<file path="config.mk">
export PLATFORM = sky130hd
export DESIGN_NAME = undo_redo_history_ring
export DESIGN_NICKNAME = d
export VERILOG_FILES = /design/src/rtl/urhr_pkg.sv /design/src/rtl/urhr_ram.sv /design/src/rtl/undo_redo_history_ring.sv
export SDC_FILE = /design/constraint.sdc
export NUM_CORES = 2
export LEC_CHECK = 0
export BUFFER_PORTS_ARGS = -buffer_cell sky130_fd_sc_hd__buf_2
export CELL_PAD_IN_SITES_DETAIL_PLACEMENT = 1
export CELL_PAD_IN_SITES_GLOBAL_PLACEMENT = 2
export CORE_MARGIN = 2
export CORE_UTILIZATION = 50
export DETAILED_ROUTE_END_ITERATION = 10
export GPL_TIMING_DRIVEN = 0
export PLACE_DENSITY = 0.81
export RECOVER_POWER = 100
export SETUP_SLACK_MARGIN = 0.2
export SLEW_MARGIN = 25
export SYNTH_ARGS = -nofsm -noshare
export SYNTH_HDL_FRONTEND = slang
export SYNTH_HIERARCHICAL = 1
export SYNTH_SLANG_ARGS = --single-unit
</file>
<file path="constraint.sdc">
create_clock -name clk -period 6.95 [get_ports clk]
set_input_delay 1.7375 -clock clk [delete_from_list [all_inputs] [get_ports clk]]
set_output_delay 1.7375 -clock clk [all_outputs]
set_load 0.02 [all_outputs]
</file>
<file path="src/rtl/urhr_pkg.sv">
// Shared opcodes and fixed widths for the undo/redo history ring.
`default_nettype none

package urhr_pkg;

	localparam int OP_W = 2;
	localparam logic [OP_W-1:0] OP_PUSH  = 2'd0;
	localparam logic [OP_W-1:0] OP_UNDO  = 2'd1;
	localparam logic [OP_W-1:0] OP_REDO  = 2'd2;
	localparam logic [OP_W-1:0] OP_CLEAR = 2'd3;

	localparam int BUDGET_W = 30;
	localparam logic [BUDGET_W-1:0] BUDGET_RESET = '1;

endpackage

`default_nettype wire

</file>
<file path="src/rtl/urhr_ram.sv">
// Generic single-clock RAM with one write port and one registered read port.
`default_nettype none

module urhr_ram #(
	parameter int WIDTH = 40,
	parameter int DEPTH = 64,
	localparam int AW = (DEPTH > 1) ? $clog2(DEPTH) : 1
) (
	input  wire logic             clk,
	input  wire logic             we,
	input  wire logic [AW-1:0]    waddr,
	input  wire logic [WIDTH-1:0] wdata,
	input  wire logic             re,
	input  wire logic [AW-1:0]    raddr,
	output logic      [WIDTH-1:0] rdata
);

	logic [WIDTH-1:0] mem [DEPTH];
	logic [WIDTH-1:0] rdata_q;

	always_ff @(posedge clk) begin
		if (we) begin
			mem[waddr] <= wdata;
		end
		if (re) begin
			rdata_q <= mem[raddr];
		end
	end

	assign rdata = rdata_q;

endmodule

`default_nettype wire

</file>
<file path="src/rtl/undo_redo_history_ring.sv">
// Top level of the undo/redo history ring: sequencer, status registers and entry RAM.
`default_nettype none

// Undo/redo history ring. Entries (handle and byte size) live in one RAM addressed as a
// ring from the oldest slot; a cursor splits undo entries from redo entries and a running
// byte total is kept against the memory_budget register. One word is taken at a time and
// gives exactly one result word. Undo, redo, clear and a push without changes go
// straight to the finish state, which a stalled output holds. A push with changes
// drops the redo entries, evicts the oldest entry on a full ring, appends, and
// evicts oldest entries while over budget, reading each size through the registered
// RAM read port. memory_budget may be written only while the block is idle.
module undo_redo_history_ring #(
	parameter int DEPTH       = 64,
	parameter int HANDLE_BITS = 16,
	parameter int SIZE_BITS   = 24,
	localparam int CNT_W      = $clog2(DEPTH + 1)
) (
	input  wire logic                              clk,
	input  wire logic                              arst_n,
	// configuration
	input  wire logic                              cfg_we,
	input  wire logic [urhr_pkg::BUDGET_W-1:0]     cfg_wdata,
	// input channel
	input  wire logic                              in_valid,
	output logic                                   in_stall,
	input  wire logic [urhr_pkg::OP_W-1:0]         opcode,
	input  wire logic [HANDLE_BITS-1:0]            entry_handle,
	input  wire logic [SIZE_BITS-1:0]              entry_bytes,
	input  wire logic                              has_changes,
	// output channel
	output logic                                   out_valid,
	input  wire logic                              out_stall,
	output logic      [HANDLE_BITS-1:0]            handle_out,
	output logic                                   handle_valid,
	output logic                                   can_undo,
	output logic                                   can_redo,
	output logic      [CNT_W-1:0]                  entries_held,
	output logic      [CNT_W-1:0]                  undo_position,
	output logic      [urhr_pkg::BUDGET_W-1:0]     memory_used,
	output logic      [CNT_W-1:0]                  evicted_count
);

	import urhr_pkg::*;

	localparam int IDX_W = (DEPTH > 1) ? $clog2(DEPTH) : 1;
	localparam int SUM_W = ((SIZE_BITS > BUDGET_W) ? SIZE_BITS : BUDGET_W) + 1;
	localparam int RAM_W = HANDLE_BITS + SIZE_BITS;

	localparam logic [3:0] S_IDLE     = 4'd0;
	localparam logic [3:0] S_DROP_RD  = 4'd1;
	localparam logic [3:0] S_DROP_SUB = 4'd2;
	localparam logic [3:0] S_FULL_RD  = 4'd3;
	localparam logic [3:0] S_FULL_SUB = 4'd4;
	localparam logic [3:0] S_APPEND   = 4'd5;
	localparam logic [3:0] S_BUD_RD   = 4'd6;
	localparam logic [3:0] S_BUD_SUB  = 4'd7;
	localparam logic [3:0] S_FINISH   = 4'd8;

	logic [3:0]             state_q;
	logic [CNT_W-1:0]       held_q;
	logic [CNT_W-1:0]       cursor_q;
	logic [IDX_W-1:0]       oldest_q;
	logic [SUM_W-1:0]       total_q;
	logic [BUDGET_W-1:0]    budget_q;
	logic [CNT_W-1:0]       evicted_q;
	logic                   hv_pend_q;
	logic [HANDLE_BITS-1:0] push_handle_q;
	logic [SIZE_BITS-1:0]   push_size_q;

	logic                   out_valid_q;
	logic [HANDLE_BITS-1:0] handle_out_q;
	logic                   handle_valid_q;
	logic [CNT_W-1:0]       held_out_q;
	logic [CNT_W-1:0]       cursor_out_q;
	logic [BUDGET_W-1:0]    used_out_q;
	logic [CNT_W-1:0]       evicted_out_q;

	logic                   in_fire;
	logic                   rd_en;
	logic [CNT_W-1:0]       rd_pos;
	logic                   wr_en;
	logic [IDX_W-1:0]       raddr;
	logic [IDX_W-1:0]       waddr;
	logic [RAM_W-1:0]       rdata;
	logic [SIZE_BITS-1:0]   rd_size;
	logic [HANDLE_BITS-1:0] rd_handle;
	logic                   over_budget;
	logic                   out_free;
	logic [IDX_W-1:0]       oldest_next;

	// Ring position to RAM slot: both operands are below DEPTH plus one, so one
	// conditional subtract wraps the sum.
	function automatic logic [IDX_W-1:0] slot_of(input logic [IDX_W-1:0] oldest,
			input logic [CNT_W-1:0] pos);
		logic [CNT_W:0] s;
		s = (CNT_W+1)'(oldest) + (CNT_W+1)'(pos);
		if (s >= (CNT_W+1)'(DEPTH)) begin
			s = s - (CNT_W+1)'(DEPTH);
		end
		return s[IDX_W-1:0];
	endfunction

	assign in_stall    = (state_q != S_IDLE);
	assign in_fire     = in_valid && !in_stall;
	assign out_free    = !out_valid_q || !out_stall;
	assign rd_size     = rdata[SIZE_BITS-1:0];
	assign rd_handle   = rdata[RAM_W-1:SIZE_BITS];
	assign over_budget = (total_q > SUM_W'(budget_q)) && (held_q != '0);
	assign oldest_next = (oldest_q == IDX_W'(DEPTH - 1)) ? '0 : oldest_q + IDX_W'(1);

	always_comb begin
		rd_en  = 1'b0;
		rd_pos = '0;
		unique case (state_q)
			S_IDLE: begin
				if (in_fire && opcode == OP_UNDO && cursor_q != '0) begin
					rd_en  = 1'b1;
					rd_pos = cursor_q - CNT_W'(1);
				end else if (in_fire && opcode == OP_REDO && cursor_q < held_q) begin
					rd_en  = 1'b1;
					rd_pos = cursor_q;
				end
			end
			S_DROP_RD: begin
				if (held_q > cursor_q) begin
					rd_en  = 1'b1;
					rd_pos = held_q - CNT_W'(1);
				end
			end
			S_FULL_RD: begin
				rd_en = 1'b1;
			end
			S_BUD_RD: begin
				rd_en = over_budget;
			end
			default: begin
				rd_en = 1'b0;
			end
		endcase
	end

	assign wr_en = (state_q == S_APPEND);
	assign raddr = slot_of(oldest_q, rd_pos);
	assign waddr = slot_of(oldest_q, held_q);

	urhr_ram #(
		.WIDTH (RAM_W),
		.DEPTH (DEPTH)
	) u_ram (
		.clk   (clk),
		.we    (wr_en),
		.waddr (waddr),
		.wdata ({push_handle_q, push_size_q}),
		.re    (rd_en),
		.raddr (raddr),
		.rdata (rdata)
	);

	always_ff @(posedge clk or negedge arst_n) begin
		if (!arst_n) begin
			budget_q <= BUDGET_RESET;
		end else if (cfg_we) begin
			budget_q <= cfg_wdata;
		end
	end

	always_ff @(posedge clk) begin
		if (in_fire) begin
			push_handle_q <= entry_handle;
			push_size_q   <= entry_bytes;
		end
	end

	always_ff @(posedge clk or negedge arst_n) begin
		if (!arst_n) begin
			state_q   <= S_IDLE;
			held_q    <= '0;
			cursor_q  <= '0;
			oldest_q  <= '0;
			total_q   <= '0;
			evicted_q <= '0;
			hv_pend_q <= 1'b0;
		end else begin
			unique case (state_q)
				S_IDLE: begin
					if (in_fire) begin
						evicted_q <= '0;
						hv_pend_q <= 1'b0;
						state_q   <= S_FINISH;
						unique case (opcode)
							OP_PUSH: begin
								if (has_changes) begin
									state_q <= S_DROP_RD;
								end
							end
							OP_UNDO: begin
								if (cursor_q != '0) begin
									cursor_q  <= cursor_q - CNT_W'(1);
									hv_pend_q <= 1'b1;
								end
							end
							OP_REDO: begin
								if (cursor_q < held_q) begin
									cursor_q  <= cursor_q + CNT_W'(1);
									hv_pend_q <= 1'b1;
								end
							end
							OP_CLEAR: begin
								held_q   <= '0;
								cursor_q <= '0;
								oldest_q <= '0;
								total_q  <= '0;
							end
						endcase
					end
				end
				S_DROP_RD: begin
					if (held_q > cursor_q) begin
						held_q  <= held_q - CNT_W'(1);
						state_q <= S_DROP_SUB;
					end else if (held_q == CNT_W'(DEPTH)) begin
						state_q <= S_FULL_RD;
					end else begin
						state_q <= S_APPEND;
					end
				end
				S_DROP_SUB: begin
					total_q <= total_q - SUM_W'(rd_size);
					state_q <= S_DROP_RD;
				end
				S_FULL_RD: begin
					state_q <= S_FULL_SUB;
				end
				S_FULL_SUB: begin
					total_q   <= total_q - SUM_W'(rd_size);
					oldest_q  <= oldest_next;
					held_q    <= held_q - CNT_W'(1);
					cursor_q  <= (cursor_q != '0) ? cursor_q - CNT_W'(1) : cursor_q;
					evicted_q <= evicted_q + CNT_W'(1);
					state_q   <= S_APPEND;
				end
				S_APPEND: begin
					held_q   <= held_q + CNT_W'(1);
					cursor_q <= held_q + CNT_W'(1);
					total_q  <= total_q + SUM_W'(push_size_q);
					state_q  <= S_BUD_RD;
				end
				S_BUD_RD: begin
					state_q <= over_budget ? S_BUD_SUB : S_FINISH;
				end
				S_BUD_SUB: begin
					total_q   <= total_q - SUM_W'(rd_size);
					oldest_q  <= oldest_next;
					held_q    <= held_q - CNT_W'(1);
					cursor_q  <= (cursor_q != '0) ? cursor_q - CNT_W'(1) : cursor_q;
					evicted_q <= evicted_q + CNT_W'(1);
					state_q   <= S_BUD_RD;
				end
				S_FINISH: begin
					if (out_free) begin
						state_q <= S_IDLE;
					end
				end
				default: begin
					state_q <= S_IDLE;
				end
			endcase
		end
	end

	// The RAM read data holds its value until the next read, so the handle of an
	// undo or redo is still there when the result word is loaded.
	always_ff @(posedge clk or negedge arst_n) begin
		if (!arst_n) begin
			out_valid_q <= 1'b0;
		end else if (state_q == S_FINISH && out_free) begin
			out_valid_q <= 1'b1;
		end else if (!out_stall) begin
			out_valid_q <= 1'b0;
		end
	end

	always_ff @(posedge clk) begin
		if (state_q == S_FINISH && out_free) begin
			handle_out_q   <= hv_pend_q ? rd_handle : '0;
			handle_valid_q <= hv_pend_q;
			held_out_q     <= held_q;
			cursor_out_q   <= cursor_q;
			used_out_q     <= total_q[BUDGET_W-1:0];
			evicted_out_q  <= evicted_q;
		end
	end

	assign out_valid     = out_valid_q;
	assign handle_out    = handle_out_q;
	assign handle_valid  = handle_valid_q;
	assign can_undo      = (cursor_out_q != '0);
	assign can_redo      = (cursor_out_q < held_out_q);
	assign entries_held  = held_out_q;
	assign undo_position = cursor_out_q;
	assign memory_used   = used_out_q;
	assign evicted_count = evicted_out_q;

	a_cursor_in_range: assert property (@(posedge clk) disable iff (!arst_n)
		cursor_q <= held_q && held_q <= CNT_W'(DEPTH))
		else $error("cursor or entry count out of range");

	a_total_settled: assert property (@(posedge clk) disable iff (!arst_n)
		state_q == S_IDLE |-> total_q <= SUM_W'(BUDGET_RESET))
		else $error("byte total exceeds register range between words");

	a_finish_loads: assert property (@(posedge clk) disable iff (!arst_n)
		state_q == S_FINISH && out_free |=> out_valid_q && state_q == S_IDLE)
		else $error("result word not loaded on finish");

	a_no_handle_zero: assert property (@(posedge clk) disable iff (!arst_n)
		out_valid_q && !handle_valid_q |-> handle_out_q == '0)
		else $error("handle driven without a returned entry");

endmodule

`default_nettype wire

</file>
Word level (Yosys, flattened, before mapping). Memories as Yosys holds them, arrays and structs flattened. A register that Yosys moved wholly into a read port is not among the register bits. Index checks and enable logic that the tools add are counted.

Flip-flop bits (word level): 202. Latch bits: 0. Memory bits (writable): 2560. ROM bits: 0. Output and inout port bits: 72. Logic and storage cells: 130. Memories kept: 1.

$add $sub $neg: 12. Multipliers: 0. Divide/modulo/power cells: 0. $lt $le $gt $ge: 6. Equal/unequal tests: 20. Shift operators: 0. Mux-type cells: 43. Bitwise operators: 0. Reductions and logical operators: 31.

Memory list: u_ram.mem (depth 64, width 40, rd ports 1, clocked after Yosys merged registers in 1, wr ports 1, RTL line urhr_ram.sv:18) `logic [WIDTH-1:0] mem [DEPTH];`.

Operators by type and width (count): $pmux 31 s3 (1); $mux 7 (10); $mux 31 (2); $pmux 7 s3 (2); $pmux 4 s8 (1); $add 31x24->31 (1); $gt 31x30->1 (1); $sub 31x24->31 (1); $mux 6 (5); $pmux 7 s2 (2); $pmux 7 s4 (1); $add 7x1->7 const B (3); $reduce_bool 7->1 (3); $mux 4 (5); $add 6x7->8 (2); $eq 4x3->1 const B (4); $ge 8x7->1 const B (2); $lt 7x7->1 (2); $sub 7x1->7 const B (2); $pmux 6 s2 (1); $sub 6x1->6 const B (2); $mux 1 (9); $eq 4x2->1 const B (2); $reduce_and 4->1 (2); 27 further kinds (46).

Longest topological paths before layout.
Depth in word-level cells: 11. Gate-level depth with buffers: 24. Mapped depth without buffers: 22.

By module. The synthesis kept the hierarchy.

By module, submodules not included: urhr_ram (instances 1, cells an instance 4195, area each 98236.7 um^2, sequential area each 78074.9 um^2); undo_redo_history_ring (instances 1, cells an instance 1149, area each 11567.3 um^2, sequential area each 5632.9 um^2).

Worst setup path after synthesis. Ideal clock, no wire load.

Path type: input to register. From: input port in_valid. To: register u_ram.rdata_q[10], in the netlist u_ram/rdata[10] (read register of u_ram.mem), data pin. Library setup time: 0.256 ns. Arrival: 6.363 ns. Data required time: 6.694 ns. Path slack: 0.330 ns. Cell stages on the path: 20. Buffers on the path: 4. Cells stage by stage: nand2_1 inv_2 clkbuf_1 nand3_1 nor2b_1 nand3_1 o221ai_1 ha_1 a21o_1 a21oi_1 o21bai_1 a21oi_1 xnor2_1 xnor2_1 clkbuf_1 nor2b_1 clkbuf_1 clkbuf_1 a21oi_1 o22a_1.

Word-level cells in the longest chain between the ends: 9.

Ends and longest elaborated chain: start, declared (RTL line undo_redo_history_ring.sv:24) `input wire logic in_valid,`; $logic_and 1x1->1 * (RTL line undo_redo_history_ring.sv:104) `assign in_fire = in_valid && !in_stall;`; $logic_and 1x1->1 (2 in a row) (RTL line undo_redo_history_ring.sv:119) `end else if (in_fire && opcode == OP_REDO && cursor_q < held_q) begin`; $mux 7 (RTL line undo_redo_history_ring.sv:119); $mux 7 * (RTL line undo_redo_history_ring.sv:116) `if (in_fire && opcode == OP_UNDO && cursor_q != '0) begin`; $pmux 7 s2 * (RTL line undo_redo_history_ring.sv:114) `unique case (state_q)`; $add 6x7->8 * (RTL line undo_redo_history_ring.sv:96) `s = (CNT_W+1)'(oldest) + (CNT_W+1)'(pos);`; $ge 8x7->1 / $sub 6x1->6 (equally long branches) (RTL line undo_redo_history_ring.sv:97, undo_redo_history_ring.sv:98); $mux 6 * (RTL line undo_redo_history_ring.sv:97) `if (s >= (CNT_W+1)'(DEPTH)) begin`; named net raddr[5] (RTL line undo_redo_history_ring.sv:82) `logic [IDX_W-1:0] raddr;`; end, declared (RTL line urhr_ram.sv:19) `logic [WIDTH-1:0] rdata_q;`.

The timed path passes the listed nets; every way through them passes the cells marked *. A chain may end at the register's enable or synchronous reset.

Worst setup path in the final report.
From: register held_q[1]. To: memory u_ram.mem[51][29], enable pin.

Word-level cells in the longest chain between the ends: 3.

Ends and longest elaborated chain: start, declared (RTL line undo_redo_history_ring.sv:60) `logic [CNT_W-1:0] held_q;`; start signal, assigned (RTL line undo_redo_history_ring.sv:219) `held_q <= held_q - CNT_W'(1);`; start signal, assigned (RTL line undo_redo_history_ring.sv:237) `held_q <= held_q - CNT_W'(1);`; start signal, assigned (RTL line undo_redo_history_ring.sv:243) `held_q <= held_q + CNT_W'(1);`; $add 6x7->8 * (RTL line undo_redo_history_ring.sv:96); $ge 8x7->1 / $sub 6x1->6 (equally long branches) (RTL line undo_redo_history_ring.sv:97, undo_redo_history_ring.sv:98); $mux 6 * (RTL line undo_redo_history_ring.sv:97); named net waddr[4] (RTL line undo_redo_history_ring.sv:83) `logic [IDX_W-1:0] waddr;`; end, declared (RTL line urhr_ram.sv:18).

Marked as above.

==> metrics <==
run status complete, but fails checks; failing checks max-capacitance violations, max-slew violations; Fillers 19090; yosys warns 6; skew final 0.08182 ns; Async SR Flop Fraction 0.03355; overall routing resource usage 0.3133; sw power 0.02272 W; Yosys cell types 67; largest net degree at the start of global routing 67; Slowest cell on crit path nor2_1; first-pass GRT wire length 489000 um; Reg area 83710 um2; ANT nets after route 0; layout cell share with drive strength beyond 1 0.2259; Mean Syn Cell Area 20.55 um2; worst-margin pin slew 3.732 ns; minimum clock period 6.832 ns; Reg2Reg Setup Slack 0.12 ns; CTS Buf Count 301; Critical Path Sink Type flop; Slew Limit Headroom -1.488; worst path cell trace inv_1 -> fa_1 -> inv_1 -> a21o_1 -> a21oi_1 -> xnor2_1 -> clkbuf_1 -> nand4_1 -> nor2_1 -> clkbuf_1 -> dlymetal6s4s_1; Comb power frac 0.410; Synth top area share 0.7406; Synth-to-Final Area Change 13.69%; DRC 0; EDFF count, synth 2708; Hold-fix buffers, CTS 0; Final Wtd Congestion 0.8462; Root Buffer clkbuf_16; post-synthesis register bit count 2802; Vert. Die Dim 472.6 um; Flop pwr share 0.340; Finished Layout Cells 9160; fin. max-slew vios 1142; RSZ-0062 raised after global routing yes; Worst IR Drop VDD 0.4220 mV; clock network power share 0.250; Die Wd 472.6 um; initial antenna violation count 18; Req. time, crit path 7.46 ns; vias per cell 6.635; Syn Inst Count 5344; Sw Ratio 0.3725; vias in the first global route 62970; internal power 0.03827 W; PortBufs 148; Overflow after GRT 0; Final TNS setup 0 ns; drt pass-1 iters 6; Seq/Total Area, Yosys 0.7623; Worst Hold Class reg2reg; Clock Path Buffers 4; Synth area leader edfxtp_1; DR WL/cell 37.90 um; RR Endpoint u_ram/mem[51][29]; Initial Util 0.5012; post-route setup slack 0.1179 ns; Worst Reg-to-Reg Cells 11; crit-path leading delay family buffers and inverters; Critical path buffers and inverters 5; Crit Path Max Fanout 16; Worst Hold Endpoint evicted_count[6]; Place WS -1.666 ns; Die ar. 223400 um2; footprint of the multi-input gates 24750 um2; IO Count 150; drt total wl 347200 um; Post-synth top flop edfxtp_1; Synth area leaders edfxtp_1 (74%), mux4_2 (12%), dfrtp_1 (1.5%); HP Start evicted_q[6]; Clk pin slew, worst setup/hold paths 0.06 ns; kind of critical path reg2reg; # clock sinks 2802; setup violators final 0; placed cells 8648; Vias 60770; start of the worst register-to-register path held_q[1]; Nets 6259; Iteration-0 DRC Markers 8642; f_max 0.1464 GHz; hold depth 0; final hold vios 0; synthesized cell area 109800 um2; # rows 172; Synth Net Count 5520; htree depth 5; DP HPWL 238900 um; core footprint 219100 um2; crit-path max cell delay 1.53 ns; Max-Cap Viols 78; critical path data arrival time 7.35 ns; CTS tree built; worst skew pair latency 0.97 ns; CP Launch Type flop; Tot Pwr 0.06100 W; Tcrit/Tclk final 0.9830; P per Cell Area 488.6 nW/um2; Leak 39.83 nW
[kinds of logic after synthesis]
logic type / count (synthesis) / share of synthesized area
mux: 765 / 0.1395
xor+xnor: 71 / 0.005663
flops: 2802 / 0.7623
fa+ha+maj: 98 / 0.01137
simple gates: 554 / 0.02402
compound gates: 702 / 0.04188
buf+inv: 352 / 0.01526
[state kept, by name, summed over array words and instances (netlist names), 4 cells and up]
register / count
cursor_q: 7
push_size_q: 24
held_q: 7
undo_position: 7
oldest_q: 6
u_ram/mem: 2560
evicted_q: 7
push_handle_q: 16
entries_held: 7
u_ram/rdata: 40
memory_used: 30
budget_q: 30
state_q: 4
total_q: 31
evicted_count: 7
handle_out: 16
[layout make-up]
cell class	instances	share of cell area
Inverter	72	0.002165
Sequential cell	2802	0.6706
Antenna cell	7	0.0001403
Clock inverter	141	0.009572
Tap cell	2871	0.02878
Multi-Input combinational cell	2190	0.1983
Buffer	280	0.01204
Clock buffer	361	0.06299
Timing Repair Buffer	436	0.01547
[what timing repair did]
item	4_1_cts	5_1_grt
hold endpoints to repair	0	0
buffers inserted	2	1
pin swaps	0	1
endpoints found under the setup margin	40	42
resized for setup	77	31
[power by group through the flow]
stage	clock [W]	sequential (W)	combinational, W
after floorplan	0	0.0213	0.0144
after global placement	0	0.0220	0.0223
after detailed placement	0	0.0211	0.0248
after CTS	0.0154	0.0207	0.0254
after global routing	0.0159	0.0208	0.0259
final	0.0152	0.0208	0.0250
[layout by cell type (no fill, tap or decap), types with 20 or more instances in the layout]
cell and instances:
edfxtp_1 2708, mux4_2 608, clkbuf_1 475, clkbuf_16 305, nor2_1 179, o22ai_1 151
a21oi_1 147, nand2_1 134, buf_2 133, mux2i_1 117, ha_1 95, o21ai_0 92
inv_1 66, dfrtp_1 63, buf_4 63, clkinv_2 56, clkinv_1 52, o221ai_1 50
clkbuf_2 47, nand3_1 40, mux2_2 39, a21o_1 35, xnor2_1 35, xor2_1 34
o21ai_1 33, a221oi_1 33, dfstp_2 30, a22o_1 25, nor2b_1 23, nor3_1 23
o22a_1 23, nor4_1 21, bufinv_16 20
[through the flow]
stage / util / instance area (um2) / hold WS (ns)
2_1_floorplan: - / 109800 / 0.4338
3_3_place_gp: 0.5210 / 114100 / 0.4548
3_5_place_dp: 0.5493 / 120300 / 0.4600
4_1_cts: 0.5918 / 129700 / 0.4762
5_1_grt: 0.5698 / 124800 / 0.4943
6_report: 0.5698 / 124800 / 0.4695
[how the worst max path moves through the flow]
| stage | cells past startpoint | from | to | slack [ns] |
|---|---|---|---|---|
| after global placement | 19 | in_valid | u_ram/rdata[19] | -5.23 |
| after global routing | 22 | cursor_q[1] | u_ram/rdata[17] | 0.03 |
| after CTS | 24 | held_q[0] | u_ram/rdata[4] | 0.15 |
| final | 11 | held_q[1] | u_ram/mem[51][29] | 0.12 |
| after detailed placement | 19 | in_valid | u_ram/rdata[14] | -1.67 |
| after floorplan | 20 | in_valid | u_ram/rdata[10] | 0.33 |
[routing by layer]
layer,part of all wire,GRT usage,routed length (um)
met5,0.00035,0,120
met3,0.11,0.06928,39130
met4,0.070,0.1623,24190
met1,0.35,0.4070,121300
met2,0.47,0.4998,162400
[worst reg2reg max path, stage by stage, from the launching register on]
cell,delay [ns]
dfrtp_1,0.54
inv_1,0.22
fa_1,0.50
inv_1,0.07
a21o_1,0.10
a21oi_1,0.07
xnor2_1,0.54
clkbuf_1,0.40
nand4_1,0.34
nor2_1,1.53
clkbuf_1,1.01
dlymetal6s4s_1,1.05
[cells in the mapped netlist (39+ instances only)]
cell      number
a21oi_1      152
buf_2         82
buf_4         49
clkbuf_1     118
dfrtp_1       64
edfxtp_1    2708
ha_1          95
inv_1         65
mux2_2        39
mux2i_1      117
mux4_2       608
nand2_1      139
nand3_1       40
nor2_1       182
nor4_1        42
o21ai_0       59
o21ai_1       66
o221ai_1      50
o22ai_1      154
Note: power is estimated with default switching activity, not from simulation.
